## config.mk

```make
export PLATFORM = sky130hd
export DESIGN_NAME = sha1_message_digest
export DESIGN_NICKNAME = d
export VERILOG_FILES = /design/src/rtl/core/sha1md_pkg.sv /design/src/rtl/core/sha1_message_digest.sv
export VERILOG_INCLUDE_DIRS = /design/src /design/src/rtl/core
export SDC_FILE = /design/constraint.sdc
export NUM_CORES = 2
export LEC_CHECK = 0
export BUFFER_PORTS_ARGS = -buffer_cell sky130_fd_sc_hd__buf_4
export CAP_MARGIN = 20
export CORE_MARGIN = 3
export CORE_UTILIZATION = 56
export DETAILED_ROUTE_END_ITERATION = 8
export HOLD_SLACK_MARGIN = 0.1
export PLACE_DENSITY = 0.76
export SLEW_MARGIN = 20
export SYNTH_ARGS = -nofsm -noshare
export SYNTH_HDL_FRONTEND = slang
export SYNTH_SLANG_ARGS = --single-unit
```

## constraint.sdc

```tcl
create_clock -name clk_i -period 43.8 [get_ports clk_i]
set_input_delay 0 -clock clk_i [delete_from_list [all_inputs] [get_ports clk_i]]
set_output_delay 0 -clock clk_i [all_outputs]
set_load 0.02 [all_outputs]
```

## src/rtl/core/sha1_message_digest_macros.svh

```systemverilog
// assertion helpers for the sha1 digest core
`ifndef SHA1_MESSAGE_DIGEST_MACROS_SVH
`define SHA1_MESSAGE_DIGEST_MACROS_SVH

// antecedent implies consequent in the same cycle
`define SHA1MD_ASSERT_IMPL(lbl, ante, cons) \
  lbl: assert property (@(posedge clk_i) disable iff (!rst_ni) (ante) |-> (cons)) \
    else $error("sha1md assertion failed");

// antecedent implies consequent in the next cycle
`define SHA1MD_ASSERT_NEXT(lbl, ante, cons) \
  lbl: assert property (@(posedge clk_i) disable iff (!rst_ni) (ante) |=> (cons)) \
    else $error("sha1md assertion failed");

`endif

```

## src/rtl/core/sha1md_pkg.sv

```systemverilog
package sha1md_pkg;

  localparam int unsigned IN_W  = 40;
  localparam int unsigned OUT_W = 160;

  typedef logic [31:0] word_t;

  localparam word_t K0 = 32'h5a82_7999;
  localparam word_t K1 = 32'h6ed9_eba1;
  localparam word_t K2 = 32'h8f1b_bcdc;
  localparam word_t K3 = 32'hca62_c1d6;

  localparam word_t H0_INIT = 32'h6745_2301;
  localparam word_t H1_INIT = 32'hefcd_ab89;
  localparam word_t H2_INIT = 32'h98ba_dcfe;
  localparam word_t H3_INIT = 32'h1032_5476;
  localparam word_t H4_INIT = 32'hc3d2_e1f0;

  localparam word_t MARKER_WORD = 32'h8000_0000;

  // keep the top cnt bytes of a short last word and place the marker byte below them
  function automatic word_t pad_word(input word_t data, input logic [1:0] cnt);
    word_t res;
    case (cnt)
      2'd0:    res = MARKER_WORD;
      2'd1:    res = {data[31:24], 24'h80_0000};
      2'd2:    res = {data[31:16], 16'h8000};
      2'd3:    res = {data[31:8], 8'h80};
      default: res = data;
    endcase
    return res;
  endfunction

endpackage

```

## src/rtl/core/sha1_message_digest.sv

```systemverilog
// sha1 digest core
// input stream: one big-endian 32-bit message word per transfer, first byte in
// bits 31:24. tdata carries the word and its valid byte count, tlast marks the
// final word of a message. only the last word may be short (count 0..3); a
// count above four is taken as four.
// output stream: one 160-bit digest per message, h0 in the low 32 bits.
// timing: a word is taken whenever tready is high. each 16th word starts a
// compression of 80 rounds, one per cycle through a single round adder, plus
// a final add into the chaining value; tready stays low from that word until
// the add is done. after the last word the padding and length words are
// shifted in at one per cycle, pausing while a compression runs whenever the
// block fills, and one or two compressions run in all before the digest
// appears. tready is low while padding or compressing.
// the digest sits in an output register, so a new message can stream in while
// it waits; only if a second digest finishes before the first is taken does
// the core hold in its final add cycle until m_axis_tready.
// reset: chaining value back to the initial constants, counters cleared,
// output empty.
module sha1_message_digest (
  input  logic                          clk_i,
  input  logic                          rst_ni,
  input  logic                          s_axis_tvalid,
  output logic                          s_axis_tready,
  input  logic [sha1md_pkg::IN_W-1:0]   s_axis_tdata,   // data_word, byte_count, zero fill
  input  logic                          s_axis_tlast,
  output logic                          m_axis_tvalid,
  input  logic                          m_axis_tready,
  output logic [sha1md_pkg::OUT_W-1:0]  m_axis_tdata    // digest_h0 .. digest_h4
);
  import sha1md_pkg::*;
  `include "sha1_message_digest_macros.svh"

  typedef enum logic [1:0] {ST_IDLE, ST_PAD, ST_ROUND, ST_FINAL} state_e;

  state_e      state_q;
  word_t       h_q [5];
  word_t       a_q, b_q, c_q, d_q, e_q;
  word_t       w_q [16];
  logic [3:0]  pos_q;
  logic [63:0] bitcnt_q;
  logic [6:0]  round_q;
  logic        pad_q, mark_q, len_q, final_q;
  logic        out_valid_q;
  logic [OUT_W-1:0] out_data_q;

  logic        accept;
  word_t       in_word;
  logic [2:0]  in_cnt;
  logic        in_full;
  logic [2:0]  cnt_sat;
  logic        push_en;
  word_t       push_word;
  logic        block_full;
  logic        load_out;
  word_t       f_val, k_val, t_val, w_new;
  word_t       sum [5];

  assign s_axis_tready = (state_q == ST_IDLE);
  assign m_axis_tvalid = out_valid_q;
  assign m_axis_tdata  = out_data_q;

  assign accept  = s_axis_tvalid && s_axis_tready;
  assign in_word = s_axis_tdata[31:0];
  assign in_cnt  = s_axis_tdata[34:32];
  assign in_full = in_cnt[2];
  assign cnt_sat = in_full ? 3'd4 : in_cnt;

  // word to shift into the block store this cycle
  always_comb begin
    push_en   = 1'b0;
    push_word = '0;
    case (state_q)
      ST_IDLE: begin
        if (accept) begin
          push_en = 1'b1;
          if (s_axis_tlast && !in_full) push_word = pad_word(in_word, in_cnt[1:0]);
          else push_word = in_word;
        end
      end
      ST_PAD: begin
        push_en = 1'b1;
        if (mark_q) push_word = MARKER_WORD;
        else if (pos_q < 4'd14) push_word = '0;
        else if (pos_q == 4'd14) push_word = bitcnt_q[63:32];
        else push_word = len_q ? bitcnt_q[31:0] : '0;
      end
      default: begin
        push_en   = 1'b0;
        push_word = '0;
      end
    endcase
  end

  assign block_full = push_en && (pos_q == 4'hf);
  assign load_out   = (state_q == ST_FINAL) && final_q && (!out_valid_q || m_axis_tready);

  // round function; w_q[0] is the schedule word of the current round
  always_comb begin
    if (round_q < 7'd20) begin
      f_val = (b_q & c_q) | (~b_q & d_q);
      k_val = K0;
    end else if (round_q < 7'd40) begin
      f_val = b_q ^ c_q ^ d_q;
      k_val = K1;
    end else if (round_q < 7'd60) begin
      f_val = (b_q & c_q) | (b_q & d_q) | (c_q & d_q);
      k_val = K2;
    end else begin
      f_val = b_q ^ c_q ^ d_q;
      k_val = K3;
    end
    t_val = {a_q[26:0], a_q[31:27]} + f_val + e_q + w_q[0] + k_val;
    w_new = w_q[13] ^ w_q[8] ^ w_q[2] ^ w_q[0];
    w_new = {w_new[30:0], w_new[31]};
    sum[0] = h_q[0] + a_q;
    sum[1] = h_q[1] + b_q;
    sum[2] = h_q[2] + c_q;
    sum[3] = h_q[3] + d_q;
    sum[4] = h_q[4] + e_q;
  end

  always_ff @(posedge clk_i or negedge rst_ni) begin
    if (!rst_ni) begin
      state_q     <= ST_IDLE;
      h_q[0]      <= H0_INIT;
      h_q[1]      <= H1_INIT;
      h_q[2]      <= H2_INIT;
      h_q[3]      <= H3_INIT;
      h_q[4]      <= H4_INIT;
      pos_q       <= '0;
      bitcnt_q    <= '0;
      round_q     <= '0;
      pad_q       <= 1'b0;
      mark_q      <= 1'b0;
      len_q       <= 1'b0;
      final_q     <= 1'b0;
      out_valid_q <= 1'b0;
    end else begin
      if (load_out) out_valid_q <= 1'b1;
      else if (m_axis_tready) out_valid_q <= 1'b0;

      // block store is a shift line: oldest word at index 0
      if (push_en || state_q == ST_ROUND) begin
        for (int i = 0; i < 15; i++) w_q[i] <= w_q[i+1];
        w_q[15] <= push_en ? push_word : w_new;
      end
      if (push_en) pos_q <= pos_q + 4'd1;

      if (block_full) begin
        a_q     <= h_q[0];
        b_q     <= h_q[1];
        c_q     <= h_q[2];
        d_q     <= h_q[3];
        e_q     <= h_q[4];
        round_q <= '0;
      end

      case (state_q)
        ST_IDLE: begin
          if (accept) begin
            if (s_axis_tlast) begin
              bitcnt_q <= bitcnt_q + {58'd0, cnt_sat, 3'd0};
              pad_q    <= 1'b1;
              mark_q   <= in_full;
            end else begin
              bitcnt_q <= bitcnt_q + 64'd32;
            end
            if (block_full) state_q <= ST_ROUND;
            else if (s_axis_tlast) state_q <= ST_PAD;
          end
        end
        ST_PAD: begin
          if (mark_q) mark_q <= 1'b0;
          else if (pos_q == 4'd14) len_q <= 1'b1;
          else if (pos_q == 4'hf && len_q) final_q <= 1'b1;
          if (block_full) state_q <= ST_ROUND;
        end
        ST_ROUND: begin
          e_q     <= d_q;
          d_q     <= c_q;
          c_q     <= {b_q[1:0], b_q[31:2]};
          b_q     <= a_q;
          a_q     <= t_val;
          round_q <= round_q + 7'd1;
          if (round_q == 7'd79) state_q <= ST_FINAL;
        end
        ST_FINAL: begin
          if (final_q) begin
            // wait for the output register to free up
            if (load_out) begin
              out_data_q  <= {sum[4], sum[3], sum[2], sum[1], sum[0]};
              h_q[0]      <= H0_INIT;
              h_q[1]      <= H1_INIT;
              h_q[2]      <= H2_INIT;
              h_q[3]      <= H3_INIT;
              h_q[4]      <= H4_INIT;
              bitcnt_q    <= '0;
              pad_q       <= 1'b0;
              len_q       <= 1'b0;
              final_q     <= 1'b0;
              state_q     <= ST_IDLE;
            end
          end else begin
            for (int i = 0; i < 5; i++) h_q[i] <= sum[i];
            state_q <= pad_q ? ST_PAD : ST_IDLE;
          end
        end
        default: state_q <= ST_IDLE;
      endcase
    end
  end

  `SHA1MD_ASSERT_IMPL(a_round_range, state_q == ST_ROUND, round_q < 7'd80)
  `SHA1MD_ASSERT_IMPL(a_block_aligned, state_q == ST_ROUND || state_q == ST_FINAL, pos_q == 4'd0)
  `SHA1MD_ASSERT_IMPL(a_idle_clean, state_q == ST_IDLE, !pad_q && !len_q && !final_q && !mark_q)
  `SHA1MD_ASSERT_NEXT(a_digest_load, load_out, m_axis_tvalid && bitcnt_q == 64'd0 && state_q == ST_IDLE)

endmodule
```

Word-level counts from Yosys, hierarchy flattened. Memory sizes are Yosys's and may differ from the RTL's. Index checks and enable logic that the tools add are counted.

Register bits after elaboration: 562. Bits in latches: 0. RAM bits: 512. Bits in read-only memories: 0. Input port bits: 45. Output and inout port bits: 162. Word-level logic and storage cells: 167. Memories: 1.

Memories: w_q (depth 16, width 32, read ports 16, clocked after memory_dff 0, wr ports 16, RTL line sha1_message_digest.sv:38) `word_t w_q [16];`.

$add $sub $neg: 13. Multipliers: 0. Divide/modulo/power cells: 0. $lt $le $gt $ge: 4. Eq/ne operators: 22. Shift-type cells: 0. Multiplexer cells: 67. Bitwise operators: 13. Reduce and logical (&&, ||, !) cells: 27.

Operators by type and width (count): $mux W32 (22); $mux W160 (2); $add A32 B32 Y32 (9); $mux W64 (4); $xor A32 B32 Y32 (5); $and A32 B32 Y32 (4); $pmux W32 S4 (1); $pmux W64 S2 (1); $or A32 B32 Y32 (3); $add A64 B6 Y64 (1); $add A64 B6 Y64 const B (1); $pmux W32 S2 (1); $not A32 Y32 (1); $mux W31 (1); $mux W1 (19); $reduce_and A5 Y1 (3); $lt A7 B6 Y1 const B (2); $mux W2 (7); $mux W7 (2); $ne A2 B2 Y1 const B (7); $reduce_and A4 Y1 (3); $pmux W1 S2 (5); $reduce_bool A2 Y1 (5); $eq A2 B2 Y1 const B (4); 18 further kinds (33).

Logic depth before layout (Yosys ltp).
Depth after elaboration: 11. Mapped depth: 26. Gate-level depth less buffers: 24.

Worst setup path after synthesis. No wires, ideal clock.

Path kind: register to register. Start: register state_q[1]. End: memory w_q[0][0] in the netlist's numbering (enable). Setup time: 2143 ps. Arrival: 38660 ps. Data required time: 41657 ps. Path slack: 2997 ps. Stages on the path, launching flop included: 8. Path buffers: 1. Period minus slack after synthesis: 40803 ps. Cell sequence: dfrtp_1 > inv_1 > ha_1 > nand2_1 > nand2b_1 > clkbuf_1 > nor2_1 > a211oi_1.

RTL lines: start, declared (RTL line sha1_message_digest.sv:35) `state_e state_q;`; start signal, assigned (RTL line sha1_message_digest.sv:205) `state_q <= pad_q ? ST_PAD : ST_IDLE;`; end, declared (RTL line sha1_message_digest.sv:38).

Final worst setup path.
Start: register round_q[2]. End: register a_q[31] (data pin).

Cells in the longest elaborated chain, start to end: 9. Elaborated cells on any way between the ends: 14. Classes of those cells: add/sub (4); order compare (3); mux (7).

Ends and longest elaborated chain: start, declared (RTL line sha1_message_digest.sv:41) `logic [6:0] round_q;`; start signal, assigned (RTL line sha1_message_digest.sv:184) `round_q <= round_q + 7'd1;`; $lt A7 B6 Y1 (RTL line sha1_message_digest.sv:105) `end else if (round_q < 7'd60) begin`; $mux W32 (RTL line sha1_message_digest.sv:105); $mux W32 (RTL line sha1_message_digest.sv:102) `end else if (round_q < 7'd40) begin`; $mux W32 (RTL line sha1_message_digest.sv:99) `if (round_q < 7'd20) begin`; $add A32 B32 Y32 (3 in series) (RTL line sha1_message_digest.sv:112) `t_val = {a_q[26:0], a_q[31:27]} + f_val + e_q + w_q[0] + k_val;`; $add A32 B32 Y32 * (RTL line sha1_message_digest.sv:112); $mux W32 * (RTL line sha1_message_digest.sv:158) `case (state_q)`; end signal, assigned (RTL line sha1_message_digest.sv:150) `a_q <= h_q[0];`; end signal, assigned (RTL line sha1_message_digest.sv:183) `a_q <= t_val;`; end, declared (RTL line sha1_message_digest.sv:37) `word_t a_q, b_q, c_q, d_q, e_q;`.

Every way passes the cells marked *; elsewhere a longest branch is shown, timed or not. A chain may end at the register's enable or synchronous reset.

==> parameters.txt <==
Parameter                              Value

Clocking
  Clk_lat worst skew    0.72 ns
  CTS buffer count    108
  Maximum buffer depth of the clock tree    3
  Clock tree from TritonCTS    built
  Worst-path clk slew    0.06 ns
  Sink Count    1071
  Root buffer cell    sky130_fd_sc_hd__clkbuf_16
  H-tree depth reported by CTS    3
  Quantity of gates resized following cts    0

Drt
  Drt wl/cell    22.8 µm
  Number of DRC violations after detailed-routing iteration 0    2891
  Via count of the routed design    32500
  Remaining number of nets flagged by the antenna check after routing    0
  Post-DR vias/cell    6.02
  Wire length reported by the detailed router    123000 µm
  # DRC    0
  Number of detailed-routing iterations run before antenna repair    6

Critical path
  Critical path class    register to register
  Launching point of the worst reg2reg path    round_q[2]
  Critical Path End    a_q[31]
  Most used cell, CP    sky130_fd_sc_hd__fa_1
  Depth of the critical timing path with buffers and inverters included    24
  Cell at the slowest stage of the critical path    sky130_fd_sc_hd__clkinv_1
  Worst Reg-to-Reg Cells    24
  Nature of the critical path endpoint    register
  Register-to-register setup slack    35.84 ns
  Endpoint arrival time on the critical path    8.37 ns
  Number of buffer and inverter stages on the critical path    4
  Highest net fanout along the worst path    18
  Beginning of the critical path    round_q[2]
  Crit path launch type    register
  Cell class contributing the biggest share of worst-path delay    compound AO/OA/AOI/OAI gates
  Sequence of cells on the critical path    and4_1 > nor2_1 > nand2_1 > buf_4 > nand2_1 > clkinv_1 > a221oi_1 > fa_1 > fa_1 > fa_1 > inv_1 > ha_1 > inv_1 > fa_1 > nor2b_1 > o31a_1 > o311ai_1 > a21oi_1 > o21ai_0 > nand2_1 > o221ai_1 > a21oi_1 > a41oi_1 > a31oi_1
  CP Data Required Time    44.21 ns
  Worst r2r dst    a_q[31]
  Highest cell delay on the worst timing path    0.71 ns

Timing
  FMAX    0.126 GHz
  Tightest slew margin relative to the limit    27.9%
  Total negative slack    0 ns
  Final Max Tran Viols    0
  Final critical path time including I/O delays and setup    7.96 ns
  Slew at the pin with the worst max-slew slack    1.08 ns
  Clock Skews    0.0463 ns
  Final setup violating endpoints    0
  Post-Route Hold Slack    0.148 ns
  Tcrit/Tclk final    18.2%
  Final Hold Violating Endpoints    0
  RSZ-0062 raised after global routing    no

Cells and area
  Register Area    31100 µm²
  Fillers    6475
  Multi-input combinational cell area    19200 µm²
  Layout cell share with drive strength beyond 1    16.3%
  Number of diodes    0
  Area added between synthesis and finish    14.2%
  Final nets    4494

Job
  Number of max-capacitance violations reported    0

Global routing
  Leftover overflow at the end of global routing    0
  Pin count of the biggest net entering global routing    190
  Total Routing Usage GR    25.7%
  Number of global-route vias before repair    31800
  Number of antenna violations at the first check in global routing    2
  First-pass GRT wire length    187000 µm

Logic synthesis
  Dominant cells by area after synthesis    sky130_fd_sc_hd__edfxtp_1 48%, sky130_fd_sc_hd__dfrtp_1 7.7%, sky130_fd_sc_hd__ha_1 4.9%, sky130_fd_sc_hd__fa_1 4.9%, sky130_fd_sc_hd__dfstp_2 4.1%
  Register area share after synthesis    60.2%
  Cell variety after synth    90
  Most used standard cell by instance count after synthesis    sky130_fd_sc_hd__edfxtp_1
  FFs w/ async S/R, synth    22.3%
  Cell count after synthesis    3824
  Net count after synthesis    4199
  Count of warnings emitted by yosys    0
  Synthesized flop and latch total    1071
  Dominant cell type by area after synthesis    sky130_fd_sc_hd__edfxtp_1
  Cell types with the highest counts after synthesis    832 x sky130_fd_sc_hd__edfxtp_1, 258 x sky130_fd_sc_hd__inv_1, 240 x sky130_fd_sc_hd__nor2_1
  Dominant register cell in the synthesized netlist    sky130_fd_sc_hd__edfxtp_1
  Syn Area/Cell    13.5 µm²
  Synth Cell Area    51600 µm²
  Fraction of post-synthesis cell area in the top cell type by area    48.4%
  Number of enable-type register cells in the synthesized netlist    832

Pwr
  Leakage    23.9 nW
  Power Dens Cells    67.6 nW/µm²
  Worst vdd rail ir drop    64.3 µV

Die
  Y dimension of the die    309 µm
  Width of the chip    309 µm
  Core Region    90700 µm²
  Total number of placement rows    110
  Die Outline Area    95800 µm²
  Number of ports placed on the die boundary    207
  Starting density of the core    56.9%

Placement
  RePlAce Congestion    0.914
  Number of buffers inserted by port buffering    201
  Half-perimeter wire length after detailed placement    84200 µm

Run status
  Outcome    finished, final reports clean

Hold path
  Min-delay worst type    input port to register
## per-layer routing
metal  vias up  track usage (%)  routed length (µm)
li1      14700                -                   -
met5         -                0                  10
met2      1324             39.7               56000
met4         2             10.2                4940
met1     16200             37.2               53200
met3       233             3.88                8940
## timing repair
item | in CTS | in global routing
hold buffers | 62 | 0
setup buffers | 0 | 0
endpoints found under the hold margin | 247 | 0
## sequential cells by signal, indices dropped and copies added, names as in the netlist, 2 cells and up
name          cells
w_q             512
h_q             160
m_axis_tdata    160
bitcnt_q         61
a_q              32
b_q              32
c_q              32
d_q              32
e_q              32
round_q           7
pos_q             4
state_q           2
## cells in the final DEF (no fill, tap or decap), types with 33 or more instances in the layout
master / instances
sky130_fd_sc_hd__xor2_1: 82
sky130_fd_sc_hd__xnor2_1: 232
sky130_fd_sc_hd__a21o_1: 88
sky130_fd_sc_hd__nand3_1: 83
sky130_fd_sc_hd__o21a_1: 33
sky130_fd_sc_hd__a21oi_1: 169
sky130_fd_sc_hd__ha_1: 203
sky130_fd_sc_hd__o22a_1: 72
sky130_fd_sc_hd__mux2_2: 160
sky130_fd_sc_hd__inv_1: 258
sky130_fd_sc_hd__o21ai_0: 123
sky130_fd_sc_hd__buf_4: 225
sky130_fd_sc_hd__a22o_1: 80
sky130_fd_sc_hd__nor3_1: 49
sky130_fd_sc_hd__fa_1: 126
sky130_fd_sc_hd__dfstp_2: 80
sky130_fd_sc_hd__dfrtp_1: 159
sky130_fd_sc_hd__nor2_1: 236
sky130_fd_sc_hd__dlygate4sd3_1: 61
sky130_fd_sc_hd__edfxtp_1: 832
sky130_fd_sc_hd__nand2_1: 174
sky130_fd_sc_hd__clkbuf_16: 109
sky130_fd_sc_hd__nand4_1: 35
## tightest hold or removal path: stages
cell	delay, ns
sky130_fd_sc_hd__dlygate4sd3_1	0.54
sky130_fd_sc_hd__buf_4	0.10
sky130_fd_sc_hd__a221o_1	0.12
## cells by family (layout without fill, tap and decap cells)
family / after synthesis / count (layout) / share of synthesized area [%]
DFF: 1071 / 1071 / 60.2
AOI/OAI and AO/OA: 826 / 826 / 11.2
buffers and inverters: 369 / 760 / 2.70
adders and majority gates: 330 / 330 / 9.84
muxes: 183 / 183 / 3.94
and+or+nand+nor: 731 / 731 / 6.75
xor gates and xnor gates: 314 / 314 / 5.33
## per-stage QoR
stage | total power [mW] | util (%) | cell area (µm²) | setup WS [ns] | cells
final | 3.98 | 65.0 | 58900 | 35.84 | 5391
after global routing | 4.25 | 65.0 | 58900 | 35.56 | 5391
after CTS | 3.98 | 64.9 | 58900 | 35.05 | 5390
after detailed placement | 2.98 | 60.1 | 54500 | 35.09 | 5122
after global placement | 2.94 | 60.1 | 54500 | 35.05 | 5121
after floorplan | 2.65 | - | 51600 | 3.00 | 3824
## power by group
group	total, mW	switching [mW]	internal [mW]
clock network	0.970	0.403	0.568
registers	1.35	0.0804	1.27
logic	1.66	0.900	0.761
total	3.98	1.38	2.60
## cell type report
| class | instances | share of cell area (%) |
|---|---|---|
| Inverter | 261 | 1.66 |
| Timing Repair Buffer | 293 | 4.12 |
| Multi-Input combinational cell | 2384 | 32.6 |
| Clock buffer | 141 | 5.00 |
| Clock inverter | 65 | 1.40 |
| Sequential cell | 1071 | 52.7 |
| Tap cell | 1176 | 2.50 |
## how the worst min path moves through the flow
stage / from / endpoint / slack, ns / depth (start not counted)
after floorplan: rst_ni / bitcnt_q[10] / -0.30 / 0
after global placement: rst_ni / h_q[35] / -0.04 / 1
after detailed placement: rst_ni / h_q[35] / -0.04 / 1
after CTS: s_axis_tdata[5] / w_q[1][229] / 0.10 / 3
after global routing: s_axis_tdata[3] / w_q[1][227] / 0.14 / 3
final: s_axis_tdata[5] / w_q[1][229] / 0.15 / 3
No activity file was read; power rests on OpenSTA's default activity.
